$ cat src/design/iirdf2_pkg.sv
// Shared types and constants for the direct form II biquad section.
// Used by iirdf2_mac, iirdf2_ctrl and iir_direct_form2_filter_unit; depends on nothing.
package iirdf2_pkg;

  localparam int SAMPLE_W   = 16;
  localparam int TAP_W      = 18;
  localparam int GAIN_W     = 28;
  localparam int DL_W       = 32;
  localparam int CFG_IDX_W  = 3;
  localparam int CFG_DATA_W = 28;
  localparam int MUL_A_W    = 32;
  localparam int MUL_B_W    = 28;
  localparam int PROD_W     = MUL_A_W + MUL_B_W;
  localparam int ACC_W      = 52;

  localparam int DL_FRAC    = 8;
  localparam int TAP_FRAC   = 16;
  localparam int GAIN_FRAC  = 16;

  typedef enum logic [CFG_IDX_W-1:0] {
    REG_NUM_OLDEST,
    REG_NUM_RECENT,
    REG_NUM_CURRENT,
    REG_FB_OLDEST,
    REG_FB_RECENT,
    REG_INIT_GAIN
  } cfg_reg_t;

  typedef enum logic [3:0] {
    ST_IDLE,
    ST_PRIME,
    ST_PLOAD,
    ST_FB,
    ST_NUM,
    ST_W,
    ST_CUR,
    ST_DRAIN,
    ST_DONE
  } state_t;

  typedef enum logic [2:0] {
    OP_NONE,
    OP_PRIME,
    OP_FB,
    OP_NUM,
    OP_CUR
  } op_t;

  typedef enum logic [1:0] {
    DST_NONE,
    DST_FB,
    DST_NUM
  } dst_t;

  typedef struct packed {
    op_t  op;
    dst_t dst;
    logic prime_ld;
    logic w_ld;
    logic shift;
    logic done;
  } ctl_t;

endpackage

$ cat src/design/iirdf2_mac.sv
// Shared signed multiplier with registered product and destination tag.
// Depends on iirdf2_pkg.
module iirdf2_mac (
  input  logic                                       clk,
  input  logic                                       rst_n,
  input  logic signed [iirdf2_pkg::MUL_A_W-1:0]      mul_a,
  input  logic signed [iirdf2_pkg::MUL_B_W-1:0]      mul_b,
  input  iirdf2_pkg::dst_t                           dst,
  output logic signed [iirdf2_pkg::PROD_W-1:0]       prod_r,
  output iirdf2_pkg::dst_t                           dst_r
);

  logic signed [iirdf2_pkg::PROD_W-1:0] prod_nxt;

  assign prod_nxt = iirdf2_pkg::PROD_W'(mul_a) * iirdf2_pkg::PROD_W'(mul_b);

  always_ff @(posedge clk) begin
    prod_r <= prod_nxt;
  end

  always_ff @(posedge clk) begin
    if (!rst_n) begin
      dst_r <= iirdf2_pkg::DST_NONE;
    end else begin
      dst_r <= dst;
    end
  end

endmodule

$ cat src/design/iirdf2_ctrl.sv
// Sequencer for the biquad section: steps the shared multiplier through each transaction.
// Depends on iirdf2_pkg.
module iirdf2_ctrl #(
  parameter int ORDER = 2,
  parameter int CNT_W = 1
) (
  input  logic               clk,
  input  logic               rst_n,
  input  logic               in_valid,
  input  logic               in_first,
  input  logic               out_free,
  output logic               in_ready,
  output logic [CNT_W-1:0]   cnt_r,
  output iirdf2_pkg::ctl_t   ctl
);

  iirdf2_pkg::state_t state_r, state_nxt;
  logic [CNT_W-1:0]   cnt_nxt;
  logic               cnt_last;

  assign cnt_last = (cnt_r == CNT_W'(ORDER - 1));

  always_comb begin
    state_nxt = state_r;
    cnt_nxt   = '0;
    case (state_r)
      iirdf2_pkg::ST_IDLE: begin
        if (in_valid) begin
          state_nxt = in_first ? iirdf2_pkg::ST_PRIME : iirdf2_pkg::ST_FB;
        end
      end
      iirdf2_pkg::ST_PRIME: state_nxt = iirdf2_pkg::ST_PLOAD;
      iirdf2_pkg::ST_PLOAD: state_nxt = iirdf2_pkg::ST_DONE;
      iirdf2_pkg::ST_FB: begin
        if (cnt_last) begin
          state_nxt = iirdf2_pkg::ST_NUM;
        end else begin
          cnt_nxt = cnt_r + CNT_W'(1);
        end
      end
      iirdf2_pkg::ST_NUM: begin
        if (cnt_last) begin
          state_nxt = iirdf2_pkg::ST_W;
        end else begin
          cnt_nxt = cnt_r + CNT_W'(1);
        end
      end
      iirdf2_pkg::ST_W:     state_nxt = iirdf2_pkg::ST_CUR;
      iirdf2_pkg::ST_CUR:   state_nxt = iirdf2_pkg::ST_DRAIN;
      iirdf2_pkg::ST_DRAIN: state_nxt = iirdf2_pkg::ST_DONE;
      iirdf2_pkg::ST_DONE: begin
        if (out_free) begin
          state_nxt = iirdf2_pkg::ST_IDLE;
        end
      end
      default: state_nxt = iirdf2_pkg::ST_IDLE;
    endcase
  end

  always_comb begin
    in_ready     = 1'b0;
    ctl          = '0;
    ctl.op       = iirdf2_pkg::OP_NONE;
    ctl.dst      = iirdf2_pkg::DST_NONE;
    case (state_r)
      iirdf2_pkg::ST_IDLE:  in_ready = 1'b1;
      iirdf2_pkg::ST_PRIME: ctl.op = iirdf2_pkg::OP_PRIME;
      iirdf2_pkg::ST_PLOAD: ctl.prime_ld = 1'b1;
      iirdf2_pkg::ST_FB: begin
        ctl.op  = iirdf2_pkg::OP_FB;
        ctl.dst = iirdf2_pkg::DST_FB;
      end
      iirdf2_pkg::ST_NUM: begin
        ctl.op  = iirdf2_pkg::OP_NUM;
        ctl.dst = iirdf2_pkg::DST_NUM;
      end
      iirdf2_pkg::ST_W: ctl.w_ld = 1'b1;
      iirdf2_pkg::ST_CUR: begin
        ctl.op    = iirdf2_pkg::OP_CUR;
        ctl.dst   = iirdf2_pkg::DST_NUM;
        ctl.shift = 1'b1;
      end
      iirdf2_pkg::ST_DRAIN: ;
      iirdf2_pkg::ST_DONE: ctl.done = out_free;
      default: ;
    endcase
  end

  always_ff @(posedge clk) begin
    if (!rst_n) begin
      state_r <= iirdf2_pkg::ST_IDLE;
      cnt_r   <= '0;
    end else begin
      state_r <= state_nxt;
      cnt_r   <= cnt_nxt;
    end
  end

endmodule

$ cat src/design/iir_direct_form2_filter_unit.sv
// Top level of the direct form II biquad section: ports, registers, delay line, datapath.
// Depends on iirdf2_pkg, iirdf2_mac and iirdf2_ctrl.
//
//   channel  handshake               payload
//   in       in_valid / in_ready     in_sample, in_first
//   out      out_valid / out_ready   out_filtered
//   cfg      cfg_wr_en               cfg_index, cfg_data
//
// A normal transaction steps through feedback, numerator, w load, current tap and drain;
// a priming one through prime and delay-line load; all use the single shared multiplier.
// The next transaction can be accepted in the cycle after the result is registered.
// Synchronous active-low reset clears taps to their defaults and the delay line to zero.
// A stalled result waits in the output register and holds the sequencer in its last step.
module iir_direct_form2_filter_unit #(
  parameter int ORDER = 2
) (
  input  logic                                      clk,
  input  logic                                      rst_n,
  input  logic                                      in_valid,
  output logic                                      in_ready,
  input  logic signed [iirdf2_pkg::SAMPLE_W-1:0]    in_sample,
  input  logic                                      in_first,
  output logic                                      out_valid,
  input  logic                                      out_ready,
  output logic signed [iirdf2_pkg::SAMPLE_W-1:0]    out_filtered,
  input  logic                                      cfg_wr_en,
  input  logic [iirdf2_pkg::CFG_IDX_W-1:0]          cfg_index,
  input  logic [iirdf2_pkg::CFG_DATA_W-1:0]         cfg_data
);

  localparam int CNT_W = (ORDER > 1) ? $clog2(ORDER) : 1;
  localparam int EXT_W = iirdf2_pkg::ACC_W + 1;
  localparam int W_SH  = iirdf2_pkg::TAP_FRAC;
  localparam int P_SH  = iirdf2_pkg::GAIN_FRAC - iirdf2_pkg::DL_FRAC;
  localparam int F_SH  = iirdf2_pkg::DL_FRAC + iirdf2_pkg::TAP_FRAC;
  localparam int DL_W  = iirdf2_pkg::DL_W;
  localparam int SMP_W = iirdf2_pkg::SAMPLE_W;

  logic signed [iirdf2_pkg::TAP_W-1:0]  num_old_r, num_rec_r, num_cur_r, fb_old_r, fb_rec_r;
  logic signed [iirdf2_pkg::GAIN_W-1:0] init_gain_r;

  logic signed [SMP_W-1:0]              sample_r;
  logic                                 first_r;
  logic signed [DL_W-1:0]               dl_r [ORDER];
  logic signed [DL_W-1:0]               w_r;
  logic signed [iirdf2_pkg::ACC_W-1:0]  fb_acc_r, num_acc_r;
  logic                                 out_valid_r;
  logic signed [SMP_W-1:0]              out_filtered_r;

  logic                                 accept;
  logic                                 out_free;
  logic [CNT_W-1:0]                     cnt;
  iirdf2_pkg::ctl_t                     ctl;

  logic signed [DL_W-1:0]               dl_sel;
  logic                                 tap_recent;
  logic signed [iirdf2_pkg::TAP_W-1:0]  fb_sel, num_sel;
  logic signed [iirdf2_pkg::MUL_A_W-1:0] mul_a;
  logic signed [iirdf2_pkg::MUL_B_W-1:0] mul_b;
  logic signed [iirdf2_pkg::PROD_W-1:0] prod;
  iirdf2_pkg::dst_t                     prod_dst;

  logic signed [EXT_W-1:0]              w_t, w_sh, p_t, p_sh, f_t, f_sh;
  logic signed [DL_W-1:0]               w_sat, p_sat;
  logic signed [SMP_W-1:0]              f_sat;

  assign accept    = in_valid & in_ready;
  assign out_free  = ~out_valid_r | out_ready;
  assign out_valid = out_valid_r;
  assign out_filtered = out_filtered_r;

  iirdf2_ctrl #(
    .ORDER (ORDER),
    .CNT_W (CNT_W)
  ) u_ctrl (
    .clk      (clk),
    .rst_n    (rst_n),
    .in_valid (in_valid),
    .in_first (in_first),
    .out_free (out_free),
    .in_ready (in_ready),
    .cnt_r    (cnt),
    .ctl      (ctl)
  );

  generate
    if (ORDER == 1) begin : g_dl_one
      assign dl_sel = dl_r[0];
    end else begin : g_dl_many
      assign dl_sel = dl_r[cnt];
    end
  endgenerate

  assign tap_recent = (ORDER == 1) || (cnt == CNT_W'(ORDER - 1));
  assign fb_sel     = tap_recent ? fb_rec_r : fb_old_r;
  assign num_sel    = tap_recent ? num_rec_r : num_old_r;

  always_comb begin
    case (ctl.op)
      iirdf2_pkg::OP_PRIME: begin
        mul_a = iirdf2_pkg::MUL_A_W'(sample_r);
        mul_b = iirdf2_pkg::MUL_B_W'(init_gain_r);
      end
      iirdf2_pkg::OP_FB: begin
        mul_a = iirdf2_pkg::MUL_A_W'(dl_sel);
        mul_b = iirdf2_pkg::MUL_B_W'(fb_sel);
      end
      iirdf2_pkg::OP_NUM: begin
        mul_a = iirdf2_pkg::MUL_A_W'(dl_sel);
        mul_b = iirdf2_pkg::MUL_B_W'(num_sel);
      end
      iirdf2_pkg::OP_CUR: begin
        mul_a = iirdf2_pkg::MUL_A_W'(w_r);
        mul_b = iirdf2_pkg::MUL_B_W'(num_cur_r);
      end
      default: begin
        mul_a = '0;
        mul_b = '0;
      end
    endcase
  end

  iirdf2_mac u_mac (
    .clk    (clk),
    .rst_n  (rst_n),
    .mul_a  (mul_a),
    .mul_b  (mul_b),
    .dst    (ctl.dst),
    .prod_r (prod),
    .dst_r  (prod_dst)
  );

  // round half up, then saturate
  assign w_t = (EXT_W'(sample_r) <<< F_SH) - EXT_W'(fb_acc_r) + (EXT_W'(1) <<< (W_SH - 1));
  assign w_sh = w_t >>> W_SH;
  assign w_sat = ((&w_sh[EXT_W-1:DL_W-1]) || !(|w_sh[EXT_W-1:DL_W-1])) ? w_sh[DL_W-1:0] :
                 (w_sh[EXT_W-1] ? {1'b1, {(DL_W-1){1'b0}}} : {1'b0, {(DL_W-1){1'b1}}});

  assign p_t = EXT_W'(prod) + (EXT_W'(1) <<< (P_SH - 1));
  assign p_sh = p_t >>> P_SH;
  assign p_sat = ((&p_sh[EXT_W-1:DL_W-1]) || !(|p_sh[EXT_W-1:DL_W-1])) ? p_sh[DL_W-1:0] :
                 (p_sh[EXT_W-1] ? {1'b1, {(DL_W-1){1'b0}}} : {1'b0, {(DL_W-1){1'b1}}});

  assign f_t = EXT_W'(num_acc_r) + (EXT_W'(1) <<< (F_SH - 1));
  assign f_sh = f_t >>> F_SH;
  assign f_sat = ((&f_sh[EXT_W-1:SMP_W-1]) || !(|f_sh[EXT_W-1:SMP_W-1])) ? f_sh[SMP_W-1:0] :
                 (f_sh[EXT_W-1] ? {1'b1, {(SMP_W-1){1'b0}}} : {1'b0, {(SMP_W-1){1'b1}}});

  always_ff @(posedge clk) begin
    if (!rst_n) begin
      num_old_r   <= '0;
      num_rec_r   <= '0;
      num_cur_r   <= iirdf2_pkg::TAP_W'(1 << iirdf2_pkg::TAP_FRAC);
      fb_old_r    <= '0;
      fb_rec_r    <= '0;
      init_gain_r <= '0;
    end else if (cfg_wr_en) begin
      case (cfg_index)
        iirdf2_pkg::REG_NUM_OLDEST:  num_old_r   <= cfg_data[iirdf2_pkg::TAP_W-1:0];
        iirdf2_pkg::REG_NUM_RECENT:  num_rec_r   <= cfg_data[iirdf2_pkg::TAP_W-1:0];
        iirdf2_pkg::REG_NUM_CURRENT: num_cur_r   <= cfg_data[iirdf2_pkg::TAP_W-1:0];
        iirdf2_pkg::REG_FB_OLDEST:   fb_old_r    <= cfg_data[iirdf2_pkg::TAP_W-1:0];
        iirdf2_pkg::REG_FB_RECENT:   fb_rec_r    <= cfg_data[iirdf2_pkg::TAP_W-1:0];
        iirdf2_pkg::REG_INIT_GAIN:   init_gain_r <= cfg_data[iirdf2_pkg::GAIN_W-1:0];
        default: ;
      endcase
    end
  end

  always_ff @(posedge clk) begin
    if (accept) begin
      sample_r <= in_sample;
      first_r  <= in_first;
    end
    if (ctl.w_ld) begin
      w_r <= w_sat;
    end
  end

  always_ff @(posedge clk) begin
    if (accept) begin
      fb_acc_r  <= '0;
      num_acc_r <= '0;
    end else begin
      if (prod_dst == iirdf2_pkg::DST_FB) begin
        fb_acc_r <= fb_acc_r + iirdf2_pkg::ACC_W'(prod);
      end
      if (prod_dst == iirdf2_pkg::DST_NUM) begin
        num_acc_r <= num_acc_r + iirdf2_pkg::ACC_W'(prod);
      end
    end
  end

  always_ff @(posedge clk) begin
    if (!rst_n) begin
      for (int i = 0; i < ORDER; i++) begin
        dl_r[i] <= '0;
      end
    end else if (ctl.prime_ld) begin
      for (int i = 0; i < ORDER; i++) begin
        dl_r[i] <= p_sat;
      end
    end else if (ctl.shift) begin
      for (int i = 0; i < ORDER - 1; i++) begin
        dl_r[i] <= dl_r[i+1];
      end
      dl_r[ORDER-1] <= w_r;
    end
  end

  always_ff @(posedge clk) begin
    if (!rst_n) begin
      out_valid_r <= 1'b0;
    end else if (ctl.done) begin
      out_valid_r <= 1'b1;
    end else if (out_ready) begin
      out_valid_r <= 1'b0;
    end
  end

  always_ff @(posedge clk) begin
    if (ctl.done) begin
      out_filtered_r <= first_r ? sample_r : f_sat;
    end
  end

endmodule

$ cat config.mk
export PLATFORM = sky130hd
export DESIGN_NAME = iir_direct_form2_filter_unit
export DESIGN_NICKNAME = d
export VERILOG_FILES = /design/src/design/iirdf2_pkg.sv /design/src/design/iirdf2_mac.sv /design/src/design/iirdf2_ctrl.sv /design/src/design/iir_direct_form2_filter_unit.sv
export SDC_FILE = /design/constraint.sdc
export NUM_CORES = 2
export LEC_CHECK = 0
export BUFFER_PORTS_ARGS = -buffer_cell sky130_fd_sc_hd__clkbuf_2
export CAP_MARGIN = 10
export CORE_MARGIN = 8
export CORE_UTILIZATION = 45
export DETAILED_ROUTE_END_ITERATION = 8
export PLACE_DENSITY_LB_ADDON = 0.3
export RECOVER_POWER = 25
export SLEW_MARGIN = 5
export SYNTH_ARGS = -nofsm -noshare
export SYNTH_HDL_FRONTEND = slang
export SYNTH_SLANG_ARGS = --single-unit
$ cat constraint.sdc
create_clock -name clk -period 9 [get_ports clk]
set_input_delay 0.45 -clock clk [delete_from_list [all_inputs] [get_ports clk]]
set_output_delay 0.45 -clock clk [all_outputs]
set_load 0.005 [all_outputs]
==> results.md <==
- Rows: 126
- Die Wd: 361 µm
- Max Freq: 0.114 GHz
- Min-Delay Path Class: input port to register
- Highest Signal Layer: met4
- Inserted Clock Buffers: 46
- Endpoints failing setup: 0
- Seq/Total Area, Yosys: 0.178
- Hpwl dp: 132000 µm
- DR iter-0 viols: 3703
- Sink Count: 412
- Netlist cell types: 100
- Initial core utilization: 0.453
- #FFs+latches synth: 412
- Arrival time worst endpoint: 9.29 ns
- First-pass iteration count of the detailed router: 6
- Tightest Pin Transition: 1.21 ns
- CTS H-Tree Depth: 2
- Final net count: 7390
- Clock buffer depth: 3
- Synth top area cells: fa_1, dfxtp_1, nand2_1, ha_1, edfxtp_1
- CP max stage cell: o221a_2
- Met2 WL post-DR: 75300 µm
- Routability cong.: 0.948
- Startpoint Class: register
- CP dominant cell by count: fa_1
- Outcome: finished, final reports clean
- Syn Inst Count: 6129
- Ys async rst share: 0
- EDFF count, synth: 129
- Non-filler cells, final: 7749
- Gr ovfl total: 0
- Final WS setup: 0.239 ns
- Largest net degree at the start of global routing: 130
- Metal3 WL: 13600 µm
- CTS root buf: clkbuf_16
- Count leader, synth: nand2_1
- Slew headroom: 0.192
- Main flop type after synthesis: dfxtp_1
- Syn_area_per_cell: 8.72 µm²
- Top cell type by total area after synthesis: fa_1
- Die Y: 361 µm
- Buf/Inv on CP: 6
- Worst vdd ir: 0.000135 V
- Core Util, Final: 0.495
- Slowest stage delay, CP: 0.63 ns
- Fin. max-slew vios: 0
- Leakage: 27.4 nW
- Gr usage total: 0.247
- CTS tree: yes
- Vias post-DR: 43600
- Layout Area Growth over Synthesis: 9.29%
- Post-Syn Nets: 7343
- IO Pins: 71
- Global-route wire length before repair: 255000 µm
- Syn Std Cell Area: 53400 µm²
- Number of global-route vias before repair: 43400
- Routed WL: 163000 µm
- Initial antenna violation count: 1
- Share of the synthesized area in the top cell type: 0.319
- Final Skew: 0.0324 ns
- Pwr/cell area: 80.7 nW/µm²
- Worst skew pair latency: 0.61 ns
- Final antenna-violating net count: 0
- Met1 WL: 67600 µm
- Vias per std cell: 5.62
- Remaining DRCs: 0
- Power consumption: 4.71 mW
- Final hold slack: 0.0373 ns
- Critical Path RT: 9.53 ns
- CTS clk-pin slew, worst paths: 0.06 ns
- Top fanout value on the critical path: 17
- Final period util: 0.973
- Maxcap violations: 0
- Kind of critical path: register to register
- Die area: 130000 µm²
- Synth cell count leaders: nand2_1, inv_1, fa_1
- Core area: 118000 µm²
- Layout cell share with drive strength beyond 1: 0.0784
- WL per Instance: 21.1 µm
- CP endpoint kind: register
- Ys Warns: 0
- Post-layout min period: 8.76 ns
- Port bufs: 70
- Dpl cells: 7641
- Setup WS pre-CTS: 0.128 ns
- Delay-heaviest family, CP: adder cells
- Final Hold Fails: 0
## final timing paths
path | startpoint | to | depth (start not counted) | slack [ns]
max reg2reg | u_ctrl.cnt_r | u_mac.prod_r[50] | 30 | 0.24
min reg2reg | num_acc_r[9] | num_acc_r[9] | 2 | 0.46
max | u_ctrl.cnt_r | u_mac.prod_r[50] | 30 | 0.24
min | in_sample[2] | sample_r[2] | 1 | 0.04
## final cells by class
type	instances	area, µm²
fill	11100	59500
clock inverter	26	277
clock buffer	58	1220
timing repair buffer	290	2400
tap	1536	1920
multi-input combinational	4528	39700
antenna	1	2.50
sequential	412	9550
inverter	898	3380
## placed cells by master, fill, tap and decap left out, types with 15 or more instances in the layout
cell | Yosys | layout
dfxtp_1 | 283 | 278
o21bai_1 | 27 | 27
mux2i_1 | 69 | 68
buf_12 | 0 | 23
nor2b_1 | 31 | 28
xor2_1 | 78 | 78
a21oi_1 | 323 | 318
buf_6 | 6 | 15
o21a_2 | 0 | 15
a22oi_1 | 16 | 16
nand2_1 | 1061 | 1060
xnor2_1 | 141 | 141
o21ai_2 | 30 | 33
a31oi_1 | 17 | 17
a211oi_1 | 21 | 19
fa_1 | 851 | 850
clkbuf_16 | 0 | 46
clkbuf_2 | 0 | 66
o21a_1 | 54 | 39
and3_1 | 45 | 44
nand2b_1 | 32 | 30
edfxtp_1 | 129 | 129
or3_1 | 21 | 21
ha_1 | 310 | 310
and4_1 | 17 | 17
inv_1 | 896 | 894
nand3_1 | 65 | 65
a21o_1 | 172 | 169
o21ai_1 | 38 | 40
a21boi_0 | 123 | 123
nor2_1 | 500 | 499
nand4_1 | 34 | 34
buf_4 | 3 | 168
and2_1 | 53 | 53
o21ai_0 | 138 | 132
nor3_1 | 40 | 40
## flip-flops by register name, summed over array words and instances (netlist names)
| name | flops |
|---|---|
| out_valid | 1 |
| u_mac.dst_r | 2 |
| num_rec_r | 18 |
| out_filtered | 16 |
| sample_r | 16 |
| dl_r | 64 |
| init_gain_r | 28 |
| w_r | 32 |
| num_acc_r | 52 |
| u_ctrl.state_r | 4 |
| num_old_r | 18 |
| fb_rec_r | 18 |
| fb_old_r | 18 |
| u_mac.prod_r | 53 |
| first_r | 1 |
| u_ctrl.cnt_r | 1 |
| num_cur_r | 18 |
| fb_acc_r | 52 |
## stage by stage
step           TNS [ns]  cell area [µm²]
2_1_floorplan         0            53400
3_3_place_gp          0            56500
3_5_place_dp          0            56500
4_1_cts               0            58100
5_1_grt          -0.162            58400
6_report              0            58400
## logic make-up after synthesis
| group | share of synthesized area |
|---|---|
| AOI/OAI and AO/OA | 0.138 |
| xor gates and xnor gates | 0.0359 |
| muxes | 0.0144 |
| adders and majority gates | 0.391 |
| and+or+nand+nor | 0.157 |
| DFF | 0.178 |
| buffers and inverters | 0.0848 |
## routing by layer
metal / GRT usage / up-vias
met3: 0.0457 / 334
met5: 0 / -
li1: - / 19800
met1: 0.334 / 21800
met2: 0.399 / 1682
met4: 0.0842 / 0
## where the power goes
part / switching (mW) / leakage [nW] / internal (mW)
Clock: 0.826 / 0.717 / 1.08
Sequential: 0.0594 / 3.55 / 1.99
Combinational: 0.509 / 23.1 / 0.253
Total: 1.39 / 27.4 / 3.32
## what timing repair did
action | 4_1_cts | 5_1_grt
setup buffers | 0 | 10
endpoints found under the hold margin | 12 | 0
resized for setup | 0 | 61
hold buffers | 12 | 0
endpoints found under the setup margin | 0 | 17
No activity file was read; power rests on OpenSTA's default activity.
